===== src/sff_pkg.sv =====
// Shared types, constants and helpers for the stencil framebuffer fill core.
// Used by the controller, the datapath and the top level; depends on nothing.
`timescale 1ns / 1ps
`default_nettype none

package sff_pkg;

    localparam int unsigned MAX_DIM_DEFAULT = 128;

    localparam int unsigned COORD_W   = 8;
    localparam int unsigned CHAN_W    = 8;
    localparam int unsigned FIELD_W   = 5;
    localparam int unsigned COLOR_W   = 3 * FIELD_W;
    localparam int unsigned OP_W      = 3;
    localparam int unsigned CFG_W     = 8;
    localparam int unsigned CFG_IDX_W = 1;
    localparam int unsigned S_TDATA_W = 64;
    localparam int unsigned M_TDATA_W = 32;

    localparam logic [OP_W-1:0] OP_SET_COLOR    = 3'd0;
    localparam logic [OP_W-1:0] OP_GET_COLOR    = 3'd1;
    localparam logic [OP_W-1:0] OP_FILL_RECT    = 3'd2;
    localparam logic [OP_W-1:0] OP_STENCIL_RECT = 3'd3;
    localparam logic [OP_W-1:0] OP_SET_STENCIL  = 3'd4;
    localparam logic [OP_W-1:0] OP_GET_STENCIL  = 3'd5;

    localparam logic [CFG_IDX_W-1:0] CFG_IMAGE_WIDTH  = 1'd0;
    localparam logic [CFG_IDX_W-1:0] CFG_IMAGE_HEIGHT = 1'd1;

    typedef struct packed {
        logic load;
        logic setup;
        logic exec;
        logic out_load;
    } sff_cmd_t;

    typedef struct packed {
        logic exec_done;
        logic out_free;
    } sff_status_t;

    function automatic logic [FIELD_W-1:0] pack_channel(input logic [CHAN_W-1:0] value);
        return value[CHAN_W-1:CHAN_W-FIELD_W];
    endfunction

    function automatic logic [CHAN_W-1:0] unpack_channel(input logic [FIELD_W-1:0] field);
        return {field, {(CHAN_W - FIELD_W){1'b1}}};
    endfunction

endpackage

`default_nettype wire


===== src/sff_ctrl.sv =====
// Controller state machine of the stencil framebuffer fill core.
// Sequences accept, setup, execution and result hand-off; uses sff_pkg.
`timescale 1ns / 1ps
`default_nettype none

module sff_ctrl (
    input  wire                  aclk,
    input  wire                  aresetn,
    input  wire                  s_tvalid,
    output logic                 s_tready,
    input  sff_pkg::sff_status_t status,
    output sff_pkg::sff_cmd_t    cmd
);
    import sff_pkg::*;

    localparam logic [1:0] ST_IDLE   = 2'd0;
    localparam logic [1:0] ST_SETUP  = 2'd1;
    localparam logic [1:0] ST_EXEC   = 2'd2;
    localparam logic [1:0] ST_RESULT = 2'd3;

    logic [1:0] state_reg;
    logic [1:0] state_next;

    always_ff @(posedge aclk) begin
        if (!aresetn) begin
            state_reg <= ST_IDLE;
        end else begin
            state_reg <= state_next;
        end
    end

    always_comb begin
        state_next = state_reg;
        cmd        = '0;
        s_tready   = 1'b0;
        unique case (state_reg)
            ST_IDLE: begin
                s_tready = 1'b1;
                if (s_tvalid) begin
                    cmd.load   = 1'b1;
                    state_next = ST_SETUP;
                end
            end
            ST_SETUP: begin
                cmd.setup  = 1'b1;
                state_next = ST_EXEC;
            end
            ST_EXEC: begin
                cmd.exec = 1'b1;
                if (status.exec_done) begin
                    state_next = ST_RESULT;
                end
            end
            ST_RESULT: begin
                if (status.out_free) begin
                    cmd.out_load = 1'b1;
                    state_next   = ST_IDLE;
                end
            end
        endcase
    end

endmodule

`default_nettype wire


===== config.mk =====
export PLATFORM = sky130hd
export DESIGN_NAME = sff_ctrl
export DESIGN_NICKNAME = d
export VERILOG_FILES = /design/src/sff_pkg.sv /design/src/sff_ctrl.sv
export SDC_FILE = /design/constraint.sdc
export NUM_CORES = 1
export LEC_CHECK = 0
export ABC_AREA = 0
export ABC_CLOCK_PERIOD_IN_PS = 2400
export BUFFER_PORTS_ARGS = -buffer_cell sky130_fd_sc_hd__buf_2
export CAP_MARGIN = 20
export CORE_AREA = 2 2 39 41
export DETAILED_ROUTE_END_ITERATION = 7
export DIE_AREA = 0 0 41 43
export HOLD_SLACK_MARGIN = 0.12
export PLACE_DENSITY = 0.32
export SLEW_MARGIN = 20
export SYNTH_ARGS = -nofsm -noshare
export SYNTH_HDL_FRONTEND = slang
export SYNTH_SLANG_ARGS = --single-unit

===== constraint.sdc =====
create_clock -name aclk -period 2.4 [get_ports aclk]
set_input_delay 0.12 -clock aclk [delete_from_list [all_inputs] [get_ports aclk]]
set_output_delay 0.12 -clock aclk [all_outputs]
set_load 0.02 [all_outputs]

==> metrics.cfg, run 1 <==
[setup_path]
slowest_stage = a222oi_1
cp-end-kind = flip-flop
crit_chain = inv_1, ha_1, a222oi_1, mux2i_1
critPathMaxStageDelay_ps = 500
crit_type = flip-flop to flip-flop
critPathLaunchType = flip-flop
path_max_fanout = 4
cp.arrival_ps = 1660
required_ps = 2540

[timing]
rsz0062_at_grt = no
worst_clock_skew_ps = 4.35
fin_crit_ps = 1510
fin_crit_sh_pct = 63.0
hold_violations = 0
relSlewSlack_pct = 65.5
tns_ps = 0
max_freq_mhz = 661
slew_violations = 0
worst_pin_slew_ps = 518
setup_viol_count_final = 0

[power]
switching_share_pct = 45.4
peakVddDrop_v = 0.000317
internal-power_uw = 177
cellPowerDensity_mw_per_mm2 = 1260
power.switching_uw = 147
p_clk_share_pct = 23.0
total_power_uw = 324
power_frac_seq_pct = 20.7
pwr-share-comb_pct = 56.3
leakage_nw = 0.150

[clock_tree]
post-cts-setup-buffers = 0
h-tree-depth = 1
cts.sinks = 2
clk_transition_reported_paths_ps = 30
tritoncts = built
clk_latency_ps = 220
root_buffer = clkbuf_4
postCtsHoldBufs = 0
post_cts_resized = 0
cts_buffer_depth = 2
cts_buffers = 3

[yosys]
yosys_warnings = 0
yosysTopAreaCellShare_pct = 29.6
synthTopCellsByArea = ha_1 30%, dfxtp_1 24%, mux2i_1 12%
synth.most_common_cell = inv_1
yosysSeqAreaShare_pct = 23.7
post-synth-top-area-cell = ha_1
async_reset_ff_share_pct = 0
synthFlopType = dfxtp_1
synthesis.area_um2 = 169
avgSynthCellArea_um2 = 8.45
synthesis.instances = 20
synth_common_cells = 5 x inv_1, 4 x ha_1, 3 x nand2_1
ys_types = 9
synth-edff-count = 0
syn_nets = 29
ys_seq_elements = 2

[global_route]
grt_pass1_wl_um = 586
antenna_found_initial = 0
grt_usage_pct = 5.51
grt_pass1_vias = 150
grt_max_degree = 5
overflow = 0

[floorplan]
die_y_um = 43
dieArea_mm2 = 0.00176
rows = 14
fp.dieW_um = 41
start_util_pct = 12.2
core_mm2 = 0.00138
pin_count = 10

[worst_hold_path]
hold_path_class = input port to flip-flop

[route]
vias = 179
wl_um = 388
drc = 0
drt.antenna.violating_nets = 0
drt-wirelength-per-cell_um = 8.08
avgViaCountPerCell = 3.73
dr.pass1.iters = 4
drt_iter0_markers = 4

[finish]
layout.nets = 43
layout-drive-gt1-share_pct = 40.6
n_antenna_cell = 0
syn_to_final_growth_pct = 51.9
largest_register_ff_count = 2

[place]
place_hpwl_um = 311
io_buffers = 9
place_congestion = 0.564

[job]
maxCapViolCount = 0

[run_status]
outcome = finished clean

==> power groups by stage <==
stage	clock (mW)	sequential, mW	combinational, mW
after detailed placement	0	0.0679	0.186
after floorplan	0	0.0630	0.141
after global placement	0	0.0673	0.182
after CTS	0.0799	0.0673	0.186
after global routing	0.0852	0.0701	0.205
final	0.0743	0.0671	0.182
==> worst paths after layout <==
check / startpoint / end / slack, ps / cells after the start
worst max-delay path: state_reg[0] / state_reg[1] / 890 / 4
worst min-delay path: aresetn / state_reg[0] / 180 / 3
worst max register to register: state_reg[0] / state_reg[1] / 890 / 4
worst min register to register: state_reg[1] / state_reg[1] / 510 / 2
==> logic make-up after synthesis <==
logic type | after synthesis | synth area share (%)
flops | 2 | 23.7
mux | 2 | 11.9
simple gates | 5 | 14.8
compound gates | 2 | 8.89
fa+ha+maj | 4 | 29.6
buf+inv | 5 | 11.1
==> area by class of cell <==
class                           instances  area, µm²
Sequential cell                         2       40.0
Clock buffer                            3       22.5
Fill cell                             154       1130
Inverter                                5       18.8
Tap cell                               16       20.0
Timing Repair Buffer                    9       45.0
Multi-Input combinational cell         13        110
==> worst max-delay path, delay by kind of cell (launching register included) <==
family	cells	cell delay [ps]
mux	1	250
buf+inv	1	80
flops	1	380
fa+ha+maj	1	220
compound gates	1	500
==> cell usage in the layout (no fill, tap or decap) <==
cell	count
and2_1	1
nand2_1	3
clkbuf_4	3
inv_1	5
ha_1	4
mux2i_1	2
buf_2	9
and2_2	1
dfxtp_1	2
a222oi_1	1
o21ai_0	1
==> metrics by stage <==
stage	std cells	setup WS (ps)	hold WS (ps)	utilization, %	cell area, µm²
2_1_floorplan	20	948	266	-	169
5_1_grt	48	786	200	18.5	256
6_report	48	888	184	18.5	256
3_3_place_gp	45	927	412	16.9	234
4_1_cts	48	863	177	18.5	256
3_5_place_dp	45	877	418	16.9	234
==> routing by layer <==
layer | share of wire (%) | track usage [%] | wire length, µm
met1 | 48 | 5.41 | 186
met4 | 0 | 6.00 | 0
met5 | 0 | 0 | 0
met3 | 15 | 5.24 | 57
met2 | 37 | 5.94 | 144
Power figures use the tool's default switching activity.
==> run 2, diff against run 1 <==
ABC_CLOCK_PERIOD_IN_PS = 1600   (was 2400)
clock period = 1.6 ns   (was 2.4 ns; I/O delays follow)
==> run 2 against run 1 <==
Net effect:
- routed wire length grew 0.26%
- setup slack got worse by 760 ps
- global-route usage rose by 0.20 points
- clock power is 47% higher
- register-to-register slack got worse by 760 ps
- critical path type unchanged
==> metrics.cfg, run 2 (same netlist as run 1, synthesis figures left out) <==
[run_status]
outcome = finished clean  ; unchanged

[finish]
final_common_cell = buf_2  ; unchanged
syn_to_final_growth_pct = 51.9  ; unchanged
n_antenna_cell = 0  ; unchanged
layout-drive-gt1-share_pct = 40.6  ; unchanged
layout.nets = 43  ; unchanged
largest_register_ff_count = 2  ; unchanged
n_fill_cell = 159  ; was 154
final_cell_mix = 9 x buf_2, 5 x inv_1, 4 x ha_1  ; unchanged

[clock_tree]
post-cts-setup-buffers = 0  ; unchanged
cts_buffers = 3  ; unchanged
root_buffer = clkbuf_4  ; unchanged
post_cts_resized = 0  ; unchanged
clk_latency_ps = 220  ; about the same
tritoncts = built  ; unchanged
cts.sinks = 2  ; unchanged
cts_buffer_depth = 2  ; unchanged
clk_transition_reported_paths_ps = 30  ; about the same
h-tree-depth = 1  ; unchanged

[place]
place_congestion = 0.559  ; was 0.564
place_hpwl_um = 329  ; was 311 µm
place_ws_ps = 94.8  ; was 877 ps
io_buffers = 9  ; unchanged

[global_route]
grt_util_met3_pct = 6.28  ; was 5.24%
grt-busiest-layer = met3  ; was met4
grt_usage_pct = 5.71  ; was 5.51%
grt_pass1_vias = 149  ; was 150
use_met1_pct = 6.05  ; was 5.41%
grt_max_degree = 5  ; unchanged
overflow = 0  ; unchanged
grt_use_met2_pct = 6.25  ; was 5.94%
grt_pass1_wl_um = 586  ; unchanged
antenna_found_initial = 0  ; unchanged

[timing]
timing.hold.ws_ps = 157  ; was 184 ps
max_freq_mhz = 682  ; was 661 MHz
tns_ps = 0  ; unchanged
slew_violations = 0  ; unchanged
setup_viol_count_final = 0  ; unchanged
fin_crit_sh_pct = 91.7  ; was 63.0%
worst_clock_skew_ps = 3.40  ; was 4.35 ps
relSlewSlack_pct = 65.8  ; was 65.5%
worst_pin_slew_ps = 513  ; was 518 ps
rsz0062_at_grt = no  ; unchanged
hold_violations = 0  ; unchanged
fin_crit_ps = 1470  ; was 1510 ps
setup_slack_ps = 133  ; was 888 ps

[floorplan]
rows = 14  ; unchanged
die_y_um = 43  ; unchanged
fp.dieW_um = 41  ; unchanged
dieArea_mm2 = 0.00176  ; unchanged
start_util_pct = 12.2  ; unchanged
core_mm2 = 0.00138  ; unchanged
pin_count = 10  ; unchanged

[setup_path]
path_max_fanout = 4  ; unchanged
critPathLaunchType = flip-flop  ; unchanged
crit_type = flip-flop to flip-flop  ; unchanged
required_ps = 1750  ; was 2540 ps
cp.arrival_ps = 1610  ; was 1660 ps
cp-end-kind = flip-flop  ; unchanged

[route]
dr.pass1.iters = 4  ; unchanged
wl_um = 389  ; was 388 µm
vias = 166  ; was 179
drt.antenna.violating_nets = 0  ; unchanged
drt_iter0_markers = 15  ; was 4
drc = 0  ; unchanged
drt-wirelength-per-cell_um = 8.10  ; was 8.08 µm
avgViaCountPerCell = 3.46  ; was 3.73

[power]
leakage_nw = 0.150  ; about the same
total_power_uw = 486  ; was 324 µW
peakVddDrop_v = 0.000869  ; was 0.000317 V
cellPowerDensity_mw_per_mm2 = 1900  ; was 1260 mW/mm²

[job]
maxCapViolCount = 0  ; unchanged

[worst_hold_path]
hold_path_class = input port to flip-flop  ; unchanged

[run 2: cell counts in the layout (fill, tap and decap cells not counted)]
No cell type changed its count.
[run 2: critical path: stages, from the launching register on]
cell and delay (ps):
dfxtp_1 370, inv_1 80, ha_1 220, a222oi_1 470, mux2i_1 250
[run 2: worst paths after layout]
check             slack, ps  cells after the start    startpoint           end
setup / recovery        130                      4  state_reg[0]  state_reg[0]
hold / removal          160                      3       aresetn  state_reg[0]
setup reg to reg        130                      4  state_reg[0]  state_reg[0]
hold reg to reg         510                      2  state_reg[1]  state_reg[1]
[run 2: what timing repair did]
action	CTS	global route
setup endpoints to repair	0	2
endpoints found under the hold margin	0	0
hold buffers	0	0
[run 2: area by class of cell]
class / instances / area [µm²] / area share (%)
inverters: 5 / 18.8 / 7.32
multi-input cells: 13 / 110 / 42.9
repair buffers: 9 / 45.0 / 17.6
flip-flops and latches: 2 / 40.0 / 15.6
clock buffers: 3 / 22.5 / 8.78
well taps: 16 / 20.0 / 7.80
[run 2: power breakdown]
part | internal, mW | leakage (nW) | switching (mW)
registers | 0.0749 | 0.0166 | 0.0254
logic | 0.108 | 0.120 | 0.168
clock network | 0.0826 | 0.0138 | 0.0267
total | 0.266 | 0.150 | 0.220
[run 2: metal layers]
layer / wire [µm] / vias to the layer above
li1: - / 88
met1: 189 / 68
met2: 148 / 10
met3: 51 / 0
met4: 0 / 0
met5: 0 / -
[run 2: stage by stage]
stage / area (µm²) / cells / util (%)
2_1_floorplan: 169 / 20 / -
5_1_grt: 256 / 48 / 18.5
3_3_place_gp: 234 / 45 / 16.9
4_1_cts: 256 / 48 / 18.5
3_5_place_dp: 234 / 45 / 16.9
6_report: 256 / 48 / 18.5
